$ cat config.mk
export PLATFORM = sky130hd
export DESIGN_NAME = modular_polynomial_hash_core
export DESIGN_NICKNAME = d
export VERILOG_FILES = /design/src/hdl/mph_pkg.sv /design/src/hdl/mph_ctrl.sv /design/src/hdl/mph_datapath.sv /design/src/hdl/modular_polynomial_hash_core.sv
export SDC_FILE = /design/constraint.sdc
export NUM_CORES = 2
export LEC_CHECK = 0
export BUFFER_PORTS_ARGS = -buffer_cell sky130_fd_sc_hd__buf_4
export CORE_MARGIN = 8
export CORE_UTILIZATION = 59
export CTS_CLUSTER_DIAMETER = 150
export DETAILED_ROUTE_END_ITERATION = 8
export GPL_TIMING_DRIVEN = 0
export PLACE_DENSITY = 0.76
export SYNTH_ARGS = -nofsm -noshare
export SYNTH_HDL_FRONTEND = slang
export SYNTH_SLANG_ARGS = --single-unit
$ cat constraint.sdc
create_clock -name clk_i -period 31 [get_ports clk_i]
set_input_delay 1.55 -clock clk_i [delete_from_list [all_inputs] [get_ports clk_i]]
set_output_delay 1.55 -clock clk_i [all_outputs]
set_load 0.1 [all_outputs]
$ cat src/hdl/mph_pkg.sv
`default_nettype none
package mph_pkg;

  localparam int unsigned WORD_W    = 64;
  localparam int unsigned HALF_W    = WORD_W / 2;
  localparam int unsigned PROD_W    = 2 * WORD_W;
  localparam int unsigned BYTE_W    = 8;
  localparam int unsigned CNT_W     = $clog2(PROD_W);
  localparam int unsigned CFG_IDX_W = 2;

  localparam logic [WORD_W-1:0] BASE_RESET    = 64'd257;
  localparam logic [WORD_W-1:0] MODULUS_RESET = 64'd1000000007;

  localparam logic [CFG_IDX_W-1:0] REG_POLY_BASE    = 2'd0;
  localparam logic [CFG_IDX_W-1:0] REG_HASH_MODULUS = 2'd1;

  localparam logic [CNT_W-1:0] MUL_LAST_STEP = CNT_W'(3);
  localparam logic [CNT_W-1:0] RED_LAST_STEP = CNT_W'(PROD_W - 1);

  typedef enum logic [1:0] {
    ST_IDLE,
    ST_MUL,
    ST_RED,
    ST_DONE
  } state_e;

  typedef struct packed {
    logic load;
    logic mul_step;
    logic red_step;
    logic commit;
    logic emit;
  } cmd_t;

  typedef struct packed {
    logic mul_done;
    logic red_done;
    logic last;
  } status_t;

endpackage
`default_nettype wire

$ cat src/hdl/mph_ctrl.sv
`default_nettype none
module mph_ctrl
  import mph_pkg::*;
(
  input  wire logic    clk_i,
  input  wire logic    rst_ni,
  input  wire logic    in_valid_i,
  output logic         in_ready_o,
  output logic         out_valid_o,
  input  wire logic    out_ready_i,
  input  wire status_t status_i,
  output cmd_t         cmd_o
);

  state_e state_q, state_d;
  logic   out_valid_q, out_valid_d;
  logic   slot_free;

  assign slot_free = !out_valid_q || out_ready_i;

  always_comb begin
    state_d = state_q;
    case (state_q)
      ST_IDLE: begin
        if (in_valid_i) state_d = ST_MUL;
      end
      ST_MUL: begin
        if (status_i.mul_done) state_d = ST_RED;
      end
      ST_RED: begin
        if (status_i.red_done) state_d = ST_DONE;
      end
      ST_DONE: begin
        if (!status_i.last || slot_free) state_d = ST_IDLE;
      end
      default: state_d = ST_IDLE;
    endcase
  end

  always_comb begin
    cmd_o       = '0;
    in_ready_o  = 1'b0;
    out_valid_d = out_valid_q && !out_ready_i;
    case (state_q)
      ST_IDLE: begin
        in_ready_o = 1'b1;
        cmd_o.load = in_valid_i;
      end
      ST_MUL: cmd_o.mul_step = 1'b1;
      ST_RED: cmd_o.red_step = 1'b1;
      ST_DONE: begin
        if (!status_i.last) begin
          cmd_o.commit = 1'b1;
        end else if (slot_free) begin
          cmd_o.commit = 1'b1;
          cmd_o.emit   = 1'b1;
          out_valid_d  = 1'b1;
        end
      end
      default: ;
    endcase
  end

  assign out_valid_o = out_valid_q;

  always_ff @(posedge clk_i or negedge rst_ni) begin
    if (!rst_ni) begin
      state_q     <= ST_IDLE;
      out_valid_q <= 1'b0;
    end else begin
      state_q     <= state_d;
      out_valid_q <= out_valid_d;
    end
  end

endmodule
`default_nettype wire

$ cat src/hdl/mph_datapath.sv
`default_nettype none
module mph_datapath
  import mph_pkg::*;
(
  input  wire logic                 clk_i,
  input  wire logic                 rst_ni,
  input  wire cmd_t                 cmd_i,
  output status_t                   status_o,
  input  wire logic [BYTE_W-1:0]    data_byte_i,
  input  wire logic                 last_i,
  input  wire logic                 cfg_we_i,
  input  wire logic [CFG_IDX_W-1:0] cfg_index_i,
  input  wire logic [WORD_W-1:0]    cfg_data_i,
  output logic [WORD_W-1:0]         hash_value_o
);

  logic [WORD_W-1:0] base_q, modulus_q;
  logic [WORD_W-1:0] acc_q, acc_d;
  logic [PROD_W-1:0] prod_q, prod_d;
  logic [WORD_W-1:0] rem_q, rem_d;
  logic [CNT_W-1:0]  cnt_q, cnt_d;
  logic              last_q;
  logic [WORD_W-1:0] hash_q;

  logic [HALF_W-1:0] mul_a, mul_b;
  logic [WORD_W-1:0] pp;
  logic [1:0]        pp_pos;
  logic [PROD_W-1:0] pp_shifted;
  logic [WORD_W:0]   rem_shift, rem_sub;
  logic              rem_ge;

  assign mul_a      = cnt_q[1] ? acc_q[WORD_W-1:HALF_W]  : acc_q[HALF_W-1:0];
  assign mul_b      = cnt_q[0] ? base_q[WORD_W-1:HALF_W] : base_q[HALF_W-1:0];
  assign pp         = WORD_W'(mul_a) * WORD_W'(mul_b);
  assign pp_pos     = {1'b0, cnt_q[1]} + {1'b0, cnt_q[0]};
  assign pp_shifted = {{(PROD_W-WORD_W){1'b0}}, pp} << (HALF_W * pp_pos);

  assign rem_shift = {rem_q, prod_q[PROD_W-1]};
  assign rem_sub   = rem_shift - {1'b0, modulus_q};
  assign rem_ge    = rem_shift >= {1'b0, modulus_q};

  always_comb begin
    prod_d = prod_q;
    rem_d  = rem_q;
    cnt_d  = cnt_q;
    acc_d  = acc_q;
    if (cmd_i.load) begin
      prod_d = {{(PROD_W-BYTE_W){1'b0}}, data_byte_i};
      rem_d  = '0;
      cnt_d  = '0;
    end
    if (cmd_i.mul_step) begin
      prod_d = prod_q + pp_shifted;
      cnt_d  = status_o.mul_done ? '0 : cnt_q + CNT_W'(1);
    end
    if (cmd_i.red_step) begin
      prod_d = prod_q << 1;
      rem_d  = rem_ge ? rem_sub[WORD_W-1:0] : rem_shift[WORD_W-1:0];
      cnt_d  = cnt_q + CNT_W'(1);
    end
    if (cmd_i.commit) begin
      acc_d = last_q ? '0 : rem_q;
    end
  end

  assign status_o.mul_done = cnt_q == MUL_LAST_STEP;
  assign status_o.red_done = cnt_q == RED_LAST_STEP;
  assign status_o.last     = last_q;

  always_ff @(posedge clk_i or negedge rst_ni) begin
    if (!rst_ni) begin
      base_q    <= BASE_RESET;
      modulus_q <= MODULUS_RESET;
      acc_q     <= '0;
      cnt_q     <= '0;
    end else begin
      if (cfg_we_i && cfg_index_i == REG_POLY_BASE)    base_q    <= cfg_data_i;
      if (cfg_we_i && cfg_index_i == REG_HASH_MODULUS) modulus_q <= cfg_data_i;
      acc_q <= acc_d;
      cnt_q <= cnt_d;
    end
  end

  always_ff @(posedge clk_i) begin
    prod_q <= prod_d;
    rem_q  <= rem_d;
    if (cmd_i.load) last_q <= last_i;
    if (cmd_i.emit) hash_q <= rem_q;
  end

  assign hash_value_o = hash_q;

endmodule
`default_nettype wire

$ cat src/hdl/modular_polynomial_hash_core.sv
// Polynomial rolling hash by Horner's rule over a byte stream.
// Input channel (in_valid_i/in_ready_o): one message byte per item, last_i
// marks the final byte. Per byte: acc = (acc * poly_base + byte) mod modulus.
// Output channel (out_valid_o/out_ready_i): one hash item per message,
// produced by the final byte; the accumulator then clears for the next one.
// Configuration channel (cfg_valid_i/cfg_ready_o): index 0 writes poly_base,
// index 1 writes hash_modulus; other indexes are ignored. Always ready.
// Operation: each byte runs through four 32x32 partial products summed into a
// 128-bit product, a restoring reduction by the modulus at one bit per cycle,
// and a commit. in_ready_o is high only in the idle state, so a new byte is
// accepted only after the previous one has committed.
// The hash and out_valid_o are registered when the final byte commits.
// Reset: poly_base = 257, hash_modulus = 1000000007, accumulator = 0.
// Stall: a finished hash waits in the output register; further bytes are
// taken and processed meanwhile, and only the next final byte holds until
// the waiting hash is taken.
`default_nettype none
module modular_polynomial_hash_core
  import mph_pkg::*;
(
  input  wire logic                 clk_i,
  input  wire logic                 rst_ni,
  input  wire logic                 in_valid_i,
  output logic                      in_ready_o,
  input  wire logic [BYTE_W-1:0]    data_byte_i,
  input  wire logic                 last_i,
  output logic                      out_valid_o,
  input  wire logic                 out_ready_i,
  output logic [WORD_W-1:0]         hash_value_o,
  input  wire logic                 cfg_valid_i,
  output logic                      cfg_ready_o,
  input  wire logic [CFG_IDX_W-1:0] cfg_index_i,
  input  wire logic [WORD_W-1:0]    cfg_data_i
);

  cmd_t    cmd;
  status_t status;

  assign cfg_ready_o = 1'b1;

  mph_ctrl u_ctrl (
    .clk_i       (clk_i),
    .rst_ni      (rst_ni),
    .in_valid_i  (in_valid_i),
    .in_ready_o  (in_ready_o),
    .out_valid_o (out_valid_o),
    .out_ready_i (out_ready_i),
    .status_i    (status),
    .cmd_o       (cmd)
  );

  mph_datapath u_datapath (
    .clk_i        (clk_i),
    .rst_ni       (rst_ni),
    .cmd_i        (cmd),
    .status_o     (status),
    .data_byte_i  (data_byte_i),
    .last_i       (last_i),
    .cfg_we_i     (cfg_valid_i && cfg_ready_o),
    .cfg_index_i  (cfg_index_i),
    .cfg_data_i   (cfg_data_i),
    .hash_value_o (hash_value_o)
  );

  a_busy_after_accept: assert property (@(posedge clk_i) disable iff (!rst_ni)
    (in_valid_i && in_ready_o) |=> !in_ready_o)
    else $error("byte accepted while previous byte still in progress");

  a_cmd_exclusive: assert property (@(posedge clk_i) disable iff (!rst_ni)
    $onehot0({cmd.load, cmd.mul_step, cmd.red_step, cmd.commit}))
    else $error("conflicting datapath commands");

  a_emit_commits: assert property (@(posedge clk_i) disable iff (!rst_ni)
    cmd.emit |-> (cmd.commit && status.last))
    else $error("hash emitted without final-byte commit");

  a_emit_shows: assert property (@(posedge clk_i) disable iff (!rst_ni)
    cmd.emit |=> out_valid_o)
    else $error("emitted hash not presented");

endmodule
`default_nettype wire

== Word-level counts from Yosys, hierarchy flattened ==
Index checks and enable logic that the tools add are counted.

* Add/subtract/negate cells: 4
* $mul: 1
* $lt $le $gt $ge: 1
* Equal/unequal tests: 10
* Shift operators: 1
* Muxes and demuxes: 29
* Reductions and logical operators: 14

{| class="wikitable"
|+ Operators by type and width
! kind !! count
|-
| 128-bit 2-to-1 mux || 3
|-
| 64-bit 2-to-1 mux || 4
|-
| 128-bit adder || 1
|-
| 64-bit by 7-bit left shift with 128-bit output || 1
|-
| 65-bit by 64-bit greater-or-equal comparator with 1-bit output || 1
|-
| 32-bit by 32-bit multiplier with 64-bit output || 1
|-
| 32-bit 2-to-1 mux || 2
|-
| 64-bit subtractor || 1
|-
| 7-bit 2-to-1 mux || 4
|-
| 2-bit 2-to-1 mux || 6
|-
| 1-bit 2-to-1 mux || 9
|-
| 2-bit one-hot mux with 4 select lines || 1
|-
| 7-bit by 1-bit adder with 7-bit output (second input constant) || 1
|-
| 7-bit by 2-bit == test with 1-bit output (second input constant) || 1
|-
| 7-bit == test (second input constant) || 1
|-
| 2-bit by 1-bit == test with 1-bit output (second input constant) || 2
|-
| 2-bit == test (second input constant) || 2
|-
| 2-bit zero test || 2
|-
| 2-bit by 1-bit != test with 1-bit output (second input constant) || 2
|-
| 2-bit != test (second input constant) || 2
|-
| 4-bit AND reduction || 1
|-
| 2-bit nonzero test || 2
|-
| 1-bit logical AND || 3
|-
| 1-bit zero test || 3
|-
| 3 further kinds || 4
|}

* Bits in registers: 459
* Bits of input ports: 80
* Output and inout port bits: 67
* Word-level logic and storage cells: 71

== Longest topological paths before layout ==
* Depth after elaboration: 6
* Mapped depth: 47
* Gate-level depth less buffers: 42

== Hierarchy ==
From an unflattened synthesis, not the netlist that was laid out.

* Cell total of the unflattened synthesis: 7165
* Area, all modules: 64190.3 µm²

{| class="wikitable"
|+ Modules (own cells, without submodules)
! module !! instances !! cells each !! area each (µm²) !! sequential area each (µm²)
|-
| mph_datapath || 1 || 7140 || 63937.6 || 12709.7
|-
| mph_ctrl || 1 || 23 || 241.5 || 75.1
|-
| modular_polynomial_hash_core || 1 || 2 || 11.3 || 0.0
|}

== Least setup slack after synthesis ==
No wires, ideal clock.

* Kind: register -> register
* Start: reg u_datapath.cnt_q[0]
* End: reg u_datapath.prod_q[113], data pin
* Setup time: 0.256 ns
* Arrival: 11.248 ns
* Data required time: 30.744 ns
* Path slack: 19.496 ns
* Cell stages (with the launch flop): 42
* Path buffers: 3
* Clock period less this slack: 11.504 ns
* Cell sequence: dfrtp_1 > clkbuf_1 > clkbuf_1 > mux2i_1 > clkbuf_1 > nor2_1 > fa_1 > fa_1 > fa_1 > inv_1 > fa_1 > inv_1 > fa_1 > fa_1 > fa_1 > fa_1 > ha_1 > nand2_2 > [6 not listed] > o21bai_1 > a21oi_1 > nor2_1 > nor2_1 > a211o_1 > ha_1 > nand2_1 > o21ai_0 > a221oi_1 > o21ai_0 > a21oi_1 > a211oi_1 > nor3_1 > a21oi_1 > a21boi_1 > o21ai_0 > xor2_1 > a22o_1

* Word-level cells in the longest chain between the ends: 6
* Elaborated cells on any way between the ends: 7
* Classes of those cells: add/sub (2); mul (1); shift (1); mux (3)

{| class="wikitable"
|+ RTL lines
! what !! line !! source
|-
| start: declaration || mph_datapath.sv:21 || <nowiki>logic [CNT_W-1:0] cnt_q, cnt_d;</nowiki>
|-
| start signal: assignment || mph_datapath.sv:80 || <nowiki>cnt_q <= cnt_d;</nowiki>
|-
| 32-bit 2-to-1 mux || mph_datapath.sv:33 || <nowiki>assign mul_b = cnt_q[0] ? base_q[WORD_W-1:HALF_W] : base_q[HALF_W-1:0];</nowiki>
|-
| 32-bit by 32-bit multiplier with 64-bit output || mph_datapath.sv:34 || <nowiki>assign pp = WORD_W'(mul_a) * WORD_W'(mul_b);</nowiki>
|-
| 64-bit by 7-bit left shift with 128-bit output (*) || mph_datapath.sv:36 || <nowiki>assign pp_shifted = {{(PROD_W-WORD_W){1'b0}}, pp} << (HALF_W * pp_pos);</nowiki>
|-
| 128-bit adder (*) || mph_datapath.sv:53 || <nowiki>prod_d = prod_q + pp_shifted;</nowiki>
|-
| 128-bit 2-to-1 mux (*) || mph_datapath.sv:52 || <nowiki>if (cmd_i.mul_step) begin</nowiki>
|-
| 128-bit 2-to-1 mux (*) || mph_datapath.sv:56 || <nowiki>if (cmd_i.red_step) begin</nowiki>
|-
| named net u_datapath.prod_d[113] || mph_datapath.sv:19 || <nowiki>logic [PROD_W-1:0] prod_q, prod_d;</nowiki>
|-
| end signal: assignment || mph_datapath.sv:85 || <nowiki>prod_q <= prod_d;</nowiki>
|-
| end: declaration || mph_datapath.sv:19 ||
|}

The timed path passes the listed nets; every way through them passes the cells marked *.
A chain may end at the register's enable or synchronous reset.

== Final worst setup path ==
* Start: reg u_datapath.cnt_q[1]
* End: reg u_datapath.prod_q[108], data pin

* Word-level cells in the longest chain between the ends: 6
* Elaborated cells on any way between the ends: 7
* Classes of those cells: add/sub (2); mul (1); shift (1); mux (3)

{| class="wikitable"
|+ RTL lines
! what !! line !! source
|-
| 32-bit 2-to-1 mux || mph_datapath.sv:32 || <nowiki>assign mul_a = cnt_q[1] ? acc_q[WORD_W-1:HALF_W] : acc_q[HALF_W-1:0];</nowiki>
|-
| 32-bit by 32-bit multiplier with 64-bit output || mph_datapath.sv:34 ||
|-
| 64-bit by 7-bit left shift with 128-bit output (*) || mph_datapath.sv:36 ||
|-
| 128-bit adder (*) || mph_datapath.sv:53 ||
|-
| 128-bit 2-to-1 mux (*) || mph_datapath.sv:52 ||
|-
| 128-bit 2-to-1 mux (*) || mph_datapath.sv:56 ||
|-
| named net u_datapath.prod_d[108] || mph_datapath.sv:19 ||
|}

Marks and branches as above.

==> results.toml <==
[status]
outcome = "complete, but fails checks"
violations = "max-capacitance violations, max-slew violations"

[timing]
relSlewSlack_pct = -3.87
worstMarginPinSlew_ns = 1.51
rsz0062_at_grt = "false"
setup_viol = 0
clock_skew_ns = 0.0615
whs_ns = 0.508
fin_crit_ns = 17.35
fin_tns_setup_ns = 0
timing.final.ws_setup_ns = 13.65
hold_viol_final = 0
slew_violations = 17
timing.fmax_mhz = 57.7
finalCritPeriodShare_pct = 56.0

[detailed_routing]
drtIter0Drc = 5962
totalWireLength_um = 252000
wl_per_cell_um = 28.5
ant_nets = 0
drc_errors = 0
drt_first_pass_iters = 6
via_per_inst = 6.30
via_count = 55787

[yosys]
syn_avg_cell_area_um2 = 8.97
muxShareOfSynthArea_pct = 5.36
synth_xor_area_share_pct = 3.26
synth_compound_area_share_pct = 12.5
synth-edff-count = 256
yosys_most_used_dff = "edfxtp_1"
synth_top_family_by_area = "adder cells"
synth_fa_ha_area_share_pct = 36.9
ys_warn_count = 0
synth-simple-area-share_pct = 14.1
async_flop_share_pct = 44.0
synthCells = 7166
synth_cell_types = 86
netlist_area_um2 = 64300
yosysSeqAreaShare_pct = 19.9
syn_nets = 8603
ys_ff_latch = 459

[worst_setup_path]
critPathCaptureType = "flip-flop"
critPathKind = "reg -> reg"
crit_path_frequent_cell = "fa_1"
critPathMaxStageDelay_ns = 1.28
ff2ff_setup_slack_ns = 13.65
critical_path.max_fanout = 10
slowest_stage = "mux2i_1"
crit_required_ns = 31.47
cp.arrival_ns = 17.81
start_kind = "flip-flop"

[floorplan]
ios = 147
die_h_um = 346
core_um2 = 108000
die_area_um2 = 120000
die_w_um = 346
rows = 121
initial_core_util_pct = 59.3

[layout]
post-route-util_pct = 63.9
fillers = 9271
final_common_cell = "inv_1"
final_nets = 8822
regArea_um2 = 12800
syn_to_final_growth_pct = 7.82
mostFrequentLayoutCells = "inv_1 (996), nor2_1 (914), fa_1 (898), nand2_1 (822), ha_1 (459)"
fin_area_um2 = 69300
drive_gt1_share_pct = 7.09
layoutNonFillerInstCount = 8855
multiInputGateArea_um2 = 46400

[clock_network]
cts_buffer_depth = 3
ctsHoldBuffers = 0
clkSinkCount = 459
cts_tree = "done"
cts_max_level = 2
root_buffer = "clkbuf_16"
clk_pin_slew_ns = 0.06
numCtsBuffers = 53
post-cts-setup-buffers = 0
ctsResizeCount = 0
clk-insertion-delay-late_ns = 0.69

[pwr]
vdd_drop_max_v = 0.0000545
p_leak_nw = 33.7
p_per_area_nw_per_um2 = 37.5
finalPower_mw = 2.60

[global_route]
track_usage_pct = 41.6
grt_pass1_wl_um = 371000
grt-ovfl-total = 0
grt_max_degree = 120
grt_pass1_vias = 56279
antenna_found_initial = 8

[placed_design]
placed_cell_area_um2 = 67500
gp_congestion = 1.13
dp_hpwl_um = 210000
dp_cells = 8741
io_buffers = 145
dp_slack_ns = 14.63

[flow_run]
drv_cap = 5

[worst_hold_path]
worst_hold_path_type = "reg -> reg"
registers in the layout, indices dropped and copies added, names as in the netlist:
| signal | flops |
|---|---|
| u_datapath.base_q | 64 |
| u_ctrl.state_q | 2 |
| u_ctrl.out_valid_o | 1 |
| u_datapath.prod_q | 128 |
| u_datapath.modulus_q | 64 |
| u_datapath.rem_q | 64 |
| u_datapath.last_q | 1 |
| u_datapath.cnt_q | 7 |
| u_datapath.acc_q | 64 |
| u_datapath.hash_value_o | 64 |
cell families after synthesis:
logic type | Yosys count
fa+ha+maj | 1357
xor+xnor | 239
flops | 459
mux | 320
other cells | 1
buf+inv | 1367
simple gates | 2163
compound gates | 1260
layout make-up:
class,instances,area share (%)
plain buffers,367,2.01
clock buffers,67,2.05
diodes,11,0.0397
flip-flops and latches,459,18.4
well taps,1414,2.55
multi-input cells,5340,67.0
repair buffers,164,1.97
inverters,1000,5.42
clock inverters,33,0.525
worst max-delay path, delay by kind of cell (launching register included):
family,cells,cell delay (ns)
AOI/OAI and AO/OA,11,4.17
xor gates and xnor gates,2,0.55
adders and majority gates,10,4.99
buffers and inverters,9,3.10
DFF,1,0.42
muxes,2,1.54
and+or+nand+nor,8,2.28
Yosys cell counts (10+ instances only):
master    number  area, um2
a211oi_1      32        240
a21boi_0      16        120
a21o_1       148       1110
a21oi_1      353       1770
a221oi_1      10       87.6
a22o_1        79        692
a31oi_1       22        138
and2_1        39        244
and3_1        30        188
buf_1         20       75.1
clkbuf_1     338       1270
dfrtp_1      184       4600
dfstp_2       18        473
edfxtp_1     256       7690
fa_1         898      18000
ha_1         459       5740
inv_1        997       3740
mux2_2       192       2160
mux2i_1      128       1280
nand2_1      823       3090
nand2b_1      29        181
nand3_1       60        300
nand4_1       98        613
nor2_1       915       3430
nor2b_1       25        156
nor3_1        64        320
nor4_1        16        100
o211ai_1      21        158
o21a_1        31        233
o21ai_0      301       1510
o21bai_1      78        586
o22ai_1       40        250
o31ai_1       28        210
or2_2         15       93.8
or3_1         18        113
xnor2_1      158       1380
xor2_1        81        709
path summary, 6_finish.rpt:
path,start,to,cells past startpoint
hold / removal,u_datapath.modulus_q[53]$_DFFE_PN0P_,u_datapath.modulus_q[53]$_DFFE_PN0P_,1
setup reg to reg,u_datapath.cnt_q[1]$_DFFE_PN0P_,u_datapath.prod_q[108]$_DFFE_PP_,42
max in group asynchronous,rst_ni,u_datapath.base_q[8]$_DFFE_PN1P_,2
setup / recovery,u_datapath.cnt_q[1]$_DFFE_PN0P_,u_datapath.prod_q[108]$_DFFE_PP_,42
hold reg to reg,u_datapath.modulus_q[53]$_DFFE_PN0P_,u_datapath.modulus_q[53]$_DFFE_PN0P_,1
min in group asynchronous,rst_ni,u_datapath.modulus_q[13]$_DFFE_PN0P_,1
report_power, final:
| part | internal, mW | switching [mW] | total [mW] |
|---|---|---|---|
| clock network | 0.371 | 0.288 | 0.659 |
| registers | 0.780 | 0.132 | 0.912 |
| logic | 0.366 | 0.660 | 1.03 |
| total | 1.52 | 1.08 | 2.60 |
layer usage:
| layer | GRT usage [%] | routed length [um] | vias up |
|---|---|---|---|
| met5 | 0.520 | 138 | - |
| li1 | - | - | 23970 |
| met2 | 64.6 | 111000 | 3447 |
| met1 | 49.4 | 87400 | 27463 |
| met3 | 12.6 | 30400 | 897 |
| met4 | 29.2 | 23100 | 10 |
Note: power is estimated with default switching activity, not from simulation.
